File: src/dq_pkg.sv
// ----------------------------------------------------------------------------
// dq_pkg
// Shared types and codes for the double-ended queue unit.
// ----------------------------------------------------------------------------
package dq_pkg;

    localparam int WORD_W   = 32;
    localparam int ACTION_W = 3;
    localparam int STATUS_W = 2;

    localparam logic [ACTION_W-1:0] ACT_PUSH_FRONT = 3'd0;
    localparam logic [ACTION_W-1:0] ACT_PUSH_BACK  = 3'd1;
    localparam logic [ACTION_W-1:0] ACT_POP_FRONT  = 3'd2;
    localparam logic [ACTION_W-1:0] ACT_POP_BACK   = 3'd3;
    localparam logic [ACTION_W-1:0] ACT_LIST_FWD   = 3'd4;
    localparam logic [ACTION_W-1:0] ACT_LIST_BWD   = 3'd5;

    localparam logic [STATUS_W-1:0] ST_OK    = 2'd0;
    localparam logic [STATUS_W-1:0] ST_EMPTY = 2'd1;
    localparam logic [STATUS_W-1:0] ST_FULL  = 2'd2;

    // controller -> datapath
    typedef struct packed {
        logic push_front;
        logic push_back;
        logic pop_front;
        logic pop_back;
        logic list_init;
        logic list_read;
        logic list_back;
        logic resp_ok;
        logic resp_empty;
        logic resp_full;
    } dq_cmd_t;

    // datapath -> controller
    typedef struct packed {
        logic full;
        logic empty;
        logic list_end;
        logic rd_pending;
    } dq_stat_t;

    typedef enum logic [2:0] {
        S_IDLE     = 3'b001,
        S_LIST_FWD = 3'b010,
        S_LIST_BWD = 3'b100
    } dq_state_t;

endpackage

File: src/double_ended_queue_unit.sv
// Pushes (and refused or empty requests): result in the cycle after start, next word next cycle.
// Pops: ring read register, then result register; next word accepted as the result is strobed.
// Listings of N words: one word per cycle from the ring read port, after the state register,
// ring read register and result register; next start accepted once the last word is out.
// Results are strobed by done for one cycle each; the receiver cannot stall.
// Reset (rst_n low, async) empties the queue; ring contents are not cleared.
// ----------------------------------------------------------------------------
// double_ended_queue_unit
// Bounded double-ended queue of signed words kept in a ring buffer.
// ----------------------------------------------------------------------------
module double_ended_queue_unit
    import dq_pkg::*;
#(
    parameter int DEPTH = 64
)
(
    input  logic                       clk,
    input  logic                       rst_n,
    input  logic                       start,
    output logic                       busy,
    input  logic        [ACTION_W-1:0] action,
    input  logic signed [WORD_W-1:0]   value,
    output logic                       done,
    output logic        [STATUS_W-1:0] status,
    output logic signed [WORD_W-1:0]   data,
    output logic                       last
);

    dq_cmd_t  cmd;
    dq_stat_t stat;

    dq_ctrl u_ctrl (
        .clk    (clk),
        .rst_n  (rst_n),
        .start  (start),
        .action (action),
        .stat   (stat),
        .cmd    (cmd),
        .busy   (busy)
    );

    dq_datapath #(
        .DEPTH (DEPTH)
    ) u_datapath (
        .clk    (clk),
        .rst_n  (rst_n),
        .cmd    (cmd),
        .value  (value),
        .stat   (stat),
        .done   (done),
        .status (status),
        .data   (data),
        .last   (last)
    );

endmodule

File: src/dq_ctrl.sv
// ----------------------------------------------------------------------------
// dq_ctrl
// Request decoder and listing sequencer for the double-ended queue.
// ----------------------------------------------------------------------------
module dq_ctrl
    import dq_pkg::*;
(
    input  logic                clk,
    input  logic                rst_n,
    input  logic                start,
    input  logic [ACTION_W-1:0] action,
    input  dq_stat_t            stat,
    output dq_cmd_t             cmd,
    output logic                busy
);

    dq_state_t state_reg;
    dq_state_t state_next;
    logic      accept;

    assign busy   = (state_reg != S_IDLE) || stat.rd_pending;
    assign accept = start && !busy;

    always_comb
    begin
        cmd        = '0;
        state_next = state_reg;
        unique case (state_reg) inside
            S_IDLE:
            begin
                if (accept)
                begin
                    unique case (action) inside
                        ACT_PUSH_FRONT:
                        begin
                            cmd.resp_full  = stat.full;
                            cmd.push_front = !stat.full;
                            cmd.resp_ok    = !stat.full;
                        end
                        ACT_PUSH_BACK:
                        begin
                            cmd.resp_full = stat.full;
                            cmd.push_back = !stat.full;
                            cmd.resp_ok   = !stat.full;
                        end
                        ACT_POP_FRONT:
                        begin
                            cmd.resp_empty = stat.empty;
                            cmd.pop_front  = !stat.empty;
                        end
                        ACT_POP_BACK:
                        begin
                            cmd.resp_empty = stat.empty;
                            cmd.pop_back   = !stat.empty;
                        end
                        ACT_LIST_FWD, ACT_LIST_BWD:
                        begin
                            cmd.resp_empty = stat.empty;
                            cmd.list_init  = !stat.empty;
                            if (!stat.empty)
                            begin
                                state_next = (action == ACT_LIST_FWD) ? S_LIST_FWD
                                                                      : S_LIST_BWD;
                            end
                        end
                        default:
                        begin
                            // unused codes: dropped without a result
                        end
                    endcase
                end
            end
            S_LIST_FWD, S_LIST_BWD:
            begin
                cmd.list_read = 1'b1;
                cmd.list_back = (state_reg == S_LIST_BWD);
                if (stat.list_end)
                begin
                    state_next = S_IDLE;
                end
            end
            default:
            begin
                state_next = S_IDLE;
            end
        endcase
    end

    always_ff @(posedge clk or negedge rst_n)
    begin
        if (!rst_n)
        begin
            state_reg <= S_IDLE;
        end
        else
        begin
            state_reg <= state_next;
        end
    end

endmodule

File: src/dq_datapath.sv
// ----------------------------------------------------------------------------
// dq_datapath
// Ring storage, front pointer, occupancy, list counter and result register.
// ----------------------------------------------------------------------------
module dq_datapath
    import dq_pkg::*;
#(
    parameter int DEPTH = 64
)
(
    input  logic                       clk,
    input  logic                       rst_n,
    input  dq_cmd_t                    cmd,
    input  logic signed [WORD_W-1:0]   value,
    output dq_stat_t                   stat,
    output logic                       done,
    output logic        [STATUS_W-1:0] status,
    output logic signed [WORD_W-1:0]   data,
    output logic                       last
);

    localparam int PW = (DEPTH > 1) ? $clog2(DEPTH) : 1;
    localparam int OW = $clog2(DEPTH + 1);
    localparam logic [PW:0]   DEPTH_S = DEPTH[PW:0];
    localparam logic [PW-1:0] LAST_SLOT = PW'(DEPTH - 1);
    localparam logic [OW-1:0] DEPTH_O = OW'(DEPTH);

    logic [WORD_W-1:0] mem [DEPTH];

    logic [PW-1:0] front_reg, front_next;
    logic [OW-1:0] occ_reg, occ_next;
    logic [PW-1:0] cnt_reg, cnt_next;

    logic                      rd_valid_reg;
    logic                      rd_last_reg;
    logic [WORD_W-1:0]         rd_data_reg;

    logic                      done_reg, done_next;
    logic [STATUS_W-1:0]       status_reg, status_next;
    logic                      last_reg, last_next;
    logic signed [WORD_W-1:0]  data_reg, data_next;

    logic [OW-1:0] occ_m1_w;
    logic [PW-1:0] occ_m1;
    logic [PW-1:0] front_dec;
    logic [PW-1:0] list_off;
    logic          we, re;
    logic [PW-1:0] waddr, raddr;

    // (front + off) mod DEPTH, off < DEPTH
    function automatic logic [PW-1:0] slot(input logic [PW-1:0] base,
                                           input logic [PW-1:0] off);
        logic [PW:0] sum;
        sum = {1'b0, base} + {1'b0, off};
        if (sum >= DEPTH_S)
        begin
            sum = sum - DEPTH_S;
        end
        return sum[PW-1:0];
    endfunction

    assign occ_m1_w  = occ_reg - OW'(1);
    assign occ_m1    = occ_m1_w[PW-1:0];
    assign front_dec = (front_reg == '0) ? LAST_SLOT : front_reg - PW'(1);
    assign list_off  = cmd.list_back ? (occ_m1 - cnt_reg) : cnt_reg;

    assign stat.full       = (occ_reg == DEPTH_O);
    assign stat.empty      = (occ_reg == '0);
    assign stat.list_end   = (cnt_reg == occ_m1);
    assign stat.rd_pending = rd_valid_reg;

    assign we    = cmd.push_front || cmd.push_back;
    assign waddr = cmd.push_front ? front_dec : slot(front_reg, occ_reg[PW-1:0]);
    assign re    = cmd.pop_front || cmd.pop_back || cmd.list_read;

    always_comb
    begin
        if (cmd.pop_front)
        begin
            raddr = front_reg;
        end
        else if (cmd.pop_back)
        begin
            raddr = slot(front_reg, occ_m1);
        end
        else
        begin
            raddr = slot(front_reg, list_off);
        end
    end

    always_comb
    begin
        front_next = front_reg;
        occ_next   = occ_reg;
        cnt_next   = cnt_reg;
        if (cmd.push_front)
        begin
            front_next = front_dec;
        end
        else if (cmd.pop_front)
        begin
            front_next = (front_reg == LAST_SLOT) ? '0 : front_reg + PW'(1);
        end
        if (we)
        begin
            occ_next = occ_reg + OW'(1);
        end
        else if (cmd.pop_front || cmd.pop_back)
        begin
            occ_next = occ_m1_w;
        end
        if (cmd.list_init)
        begin
            cnt_next = '0;
        end
        else if (cmd.list_read)
        begin
            cnt_next = cnt_reg + PW'(1);
        end
    end

    always_comb
    begin
        done_next   = 1'b0;
        status_next = ST_OK;
        data_next   = '0;
        last_next   = 1'b1;
        if (rd_valid_reg)
        begin
            done_next = 1'b1;
            data_next = rd_data_reg;
            last_next = rd_last_reg;
        end
        else if (cmd.resp_ok || cmd.resp_empty || cmd.resp_full)
        begin
            done_next = 1'b1;
            if (cmd.resp_empty)
            begin
                status_next = ST_EMPTY;
            end
            else if (cmd.resp_full)
            begin
                status_next = ST_FULL;
            end
        end
    end

    always_ff @(posedge clk)
    begin
        if (we)
        begin
            mem[waddr] <= value;
        end
        if (re)
        begin
            rd_data_reg <= mem[raddr];
        end
        data_reg <= data_next;
    end

    always_ff @(posedge clk or negedge rst_n)
    begin
        if (!rst_n)
        begin
            front_reg    <= '0;
            occ_reg      <= '0;
            cnt_reg      <= '0;
            rd_valid_reg <= 1'b0;
            rd_last_reg  <= 1'b0;
            done_reg     <= 1'b0;
            status_reg   <= ST_OK;
            last_reg     <= 1'b0;
        end
        else
        begin
            front_reg    <= front_next;
            occ_reg      <= occ_next;
            cnt_reg      <= cnt_next;
            rd_valid_reg <= re;
            rd_last_reg  <= cmd.list_read ? stat.list_end : 1'b1;
            done_reg     <= done_next;
            status_reg   <= status_next;
            last_reg     <= last_next;
        end
    end

    assign done   = done_reg;
    assign status = status_reg;
    assign data   = data_reg;
    assign last   = last_reg;

endmodule

File: config.mk
export PLATFORM = sky130hd
export DESIGN_NAME = double_ended_queue_unit
export DESIGN_NICKNAME = d
export VERILOG_FILES = /design/src/dq_pkg.sv /design/src/double_ended_queue_unit.sv /design/src/dq_ctrl.sv /design/src/dq_datapath.sv
export SDC_FILE = /design/constraint.sdc
export NUM_CORES = 2
export LEC_CHECK = 0
export BUFFER_PORTS_ARGS = -buffer_cell sky130_fd_sc_hd__buf_2
export CAP_MARGIN = 20
export CORE_MARGIN = 2
export CORE_UTILIZATION = 40
export CTS_CLUSTER_DIAMETER = 200
export DETAILED_ROUTE_END_ITERATION = 6
export HOLD_SLACK_MARGIN = 0.1
export SLEW_MARGIN = 10
export SYNTH_ARGS = -nofsm -noshare
export SYNTH_HDL_FRONTEND = slang
export SYNTH_SLANG_ARGS = --single-unit
File: constraint.sdc
create_clock -name clk -period 12.4 [get_ports clk]
set_input_delay 3.72 -clock clk [delete_from_list [all_inputs] [get_ports clk]]
set_output_delay 3.72 -clock clk [all_outputs]
set_load 0.02 [all_outputs]
==> results.txt <==
- Status: completed
* Worst setup path class: input port to flop
- Detailed-routing iteration count for the pre-antenna-repair pass: 6
* Top layer used by detailed routing: met5
- Average footprint of a synthesized cell: about 16 um^2
* Maximum number of buffers from clock root to sink: 3
* Clock net sink count: about 2.1k
- In this run, the number of DRC markers left after iteration 0 of detailed routing was ~6k.
- Total global-route track usage: 0.223
* Worst slew slack as a fraction of its limit: 0.198
- The tool flagged a number of max-cap violations equal to 0.
* Final core utilization: 0.456
- The library cell used most frequently in the layout, excluding fill and tap cells, is edfxtp_1.
* DRT met1 WL: 103 mm
- The congestion estimate from routability-driven global placement came to ~0.8.
* Wire length of the first global-routing pass: roughly 350 mm
- The synthesized design contains roughly 2.1k register bits.
- STA puts the critical path data required time at about 13 ns.
* Setup Skew: around 0.032 ns
- Of all nets on the critical path, the largest fanout is ~90.
- Clk slew on worst S/H paths: roughly 0.060 ns
- STA classifies the critical path startpoint as an input port.
- The initial utilization of the core area, before any placement, comes to 0.402.
* Count of unique library cells instantiated by Yosys: between 80 and 90
* Hold Path Class: flop to flop
- Ratio of final minimum period to clock period: 0.762
- Hold buffers post-CTS: 0
- IR analysis of the VDD net gives a maximum drop of about 0.00048 V.
- Die area: 216000 um^2
- Routed wire length on met2: ~110 mm
* Clock tree root driver cell: clkbuf_16
- RR Startpoint: u_datapath.occ_reg[0]
- TritonCTS built the clock tree.
- Gates resized during post-CTS repair numbered 0.
- Counting the fill cells in the layout gives around 18k.
* Final net count: ~5.4k
- Depth of the CTS H-tree: 4
- Number of flip-flops under the largest register name: 2048
- DRC violations left: 0
* Endpoint kind of the worst setup timing path: flop
- Top-level port count: 75
* Startpoint of the worst setup timing path: action[2]
* GRT Residual Overflow: 0
- Counting flops with an async set or reset pin after synthesis yields a share of 0.0131.
* Area occupied by multi-input gates: ~20000 um^2
- Met3 wire length: about 22 mm
- The final count of hold timing violations was 0.
- Signal arrival time at the worst endpoint: 10.16 ns
* Area added between synthesis and finish: 13.4%
- Insertion delay of the later-clocked pin in the worst-skew pair: 0.87 ns
- When the netlist entered floorplanning its net count stood at ~5.3k.
- The synthesized design contains 2080 enable-type register cells.
- Post-CTS timing repair inserted 0 buffers for setup.
- Summing all flip-flop and latch instances after layout gives 63800 um^2.
- The worst hold path begins at u_datapath.rd_last_reg.
- The number of global-route vias before repair is 47.4k.
* Total standard cell area after synthesis: 85000 um^2
- Actual transition at the worst max-transition pin: between 1 and 1.5 ns
- Final WL: 247 mm
- Input and output buffers added on the ports amount to between 70 and 80.
- Using the TritonRoute via totals, the vias-per-cell ratio works out to ~5.9.
- Static leakage: around 33 nW
- For this run, the register share of the synthesized area comes to 0.751.
* F_max: about 110 MHz
- Total count of max-transition violations in the final report: 0
- Adding up every negative setup slack in the final design gives 0 ns.
* Number of warning messages in the yosys log: 0
* Cell count after synthesis: roughly 5.3k
* Total CTS buffers: approximately 210
- Among all flip-flop cells after synthesis, the most frequent one is edfxtp_1.
- The initial antenna violation count was 20.
- Power per cell area: 284 nW/um^2
* Average wire length per cell after detail routing: between 20 and 30 um
* Core area: between 200000 and 250000 um^2
* Share of layout cells above drive strength 1: 0.129
* RSZ-0062 raised after global routing: false
* Detailed placer's ending HPWL: between 100 and 150 mm
- Post-layout minimum cycle time: 9.45 ns
* Cell row count: 169
- Entering global routing, the biggest net connects between 100 and 150 pins.
* Number of routed nets with antenna violations: 0
* Die span in y: approximately 470 um
- Number of setup violations in the final report: 0
- The top cell types in the final layout, fill and taps aside, are edfxtp_1 (2080), mux2i_1 (663), nand2_1 (566), a21oi_1 (326), clkbuf_16 (215).
- Total via count after detailed routing: about 50k
- The die is between 400 and 500 um wide.
-- layout make-up --
cell class	count	share of cell area
flip-flops and latches	2140	0.662
multi-input cells	2742	0.210
clock buffers	284	0.0591
well taps	2821	0.0366
repair buffers	249	0.0221
clock inverters	99	0.00926
inverters	32	0.00125
diodes	9	0.000234
-- synthesized netlist by cell type, types with 10 or more instances --
cell type / number / area [um^2]
mux2_2: 44 / 495
dfrtp_1: 27 / 676
a21oi_1: 327 / 1640
mux2i_1: 666 / 6670
nor4_1: 129 / 807
nor2_1: 115 / 432
inv_1: 31 / 116
dfxtp_1: 32 / 641
nand2_1: 571 / 2140
edfxtp_1: 2080 / 62500
o41ai_1: 10 / 87.6
nand2b_1: 11 / 68.8
o31a_1: 18 / 158
or4_1: 12 / 90.1
ha_1: 21 / 263
nand3_1: 46 / 230
a211oi_1: 16 / 120
nand4_1: 18 / 113
and2_1: 37 / 231
mux4_2: 37 / 833
clkbuf_1: 170 / 638
o311ai_0: 23 / 201
o21ai_0: 37 / 185
o211a_1: 39 / 390
buf_1: 17 / 63.8
xnor2_1: 20 / 175
o22ai_1: 176 / 1100
o2111ai_1: 16 / 140
a2111oi_0: 46 / 403
buf_2: 137 / 686
a311oi_1: 11 / 96.3
buf_4: 14 / 105
o221ai_1: 87 / 762
nor3_1: 40 / 200
o211ai_1: 16 / 120
-- metal layers --
metal / global-route usage / up-vias
met4: 0.0707 / 6
met5: 0 / -
met3: 0.0368 / 435
met2: 0.352 / 2560
li1: - / 21100
met1: 0.317 / 25700
-- worst max-delay path, cell delays in order --
cell	delay [ns]
buf_2	0.14
nor4bb_2	0.37
buf_4	0.25
o2111ai_1	0.41
o211ai_1	0.23
o21ai_0	0.15
ha_1	0.28
fa_1	0.97
mux2_8	0.94
nand2_2	0.71
buf_4	0.48
o22ai_1	0.21
nor4_1	0.06
o311ai_0	0.91
o31a_1	0.26
-- through the flow --
stage	instances	setup WS [ns]	hold slack (ns)	power, mW	instance area [um^2]
6_report	8376	2.95	0.427	27.4	96400
5_1_grt	8370	2.68	0.444	28.4	96400
4_1_cts	8347	3.09	0.430	27.2	96000
3_5_place_dp	7964	2.20	0.415	21.1	89400
3_3_place_gp	7950	1.74	0.411	20.9	89300
2_1_floorplan	5259	4.72	0.408	16.5	85000
-- where the power goes --
part | switching [mW] | leakage, nW | internal (mW)
Sequential | 0.158 | 19.3 | 8.22
Combinational | 8.61 | 10.2 | 4.20
Clock | 2.71 | 3.21 | 3.49
-- worst paths after layout --
kind / end / depth (start not counted) / slack [ns]
max: u_datapath.rd_data_reg[30] / 15 / 2.95
min in group asynchronous: u_ctrl.state_reg[1] / 1 / 2.91
min reg2reg: u_datapath.last / 1 / 0.43
max reg2reg: u_datapath.rd_data_reg[30] / 14 / 4.99
min: u_datapath.last / 1 / 0.43
max in group asynchronous: u_datapath.rd_valid_reg / 1 / 9.02
-- cells by family after synthesis --
logic type	synth area share
xor gates and xnor gates	0.00288
muxes	0.0948
buffers and inverters	0.0200
and+or+nand+nor	0.0545
adders and majority gates	0.00380
AOI/OAI and AO/OA	0.0736
DFF	0.751
(Power assumes the default switching activity.)
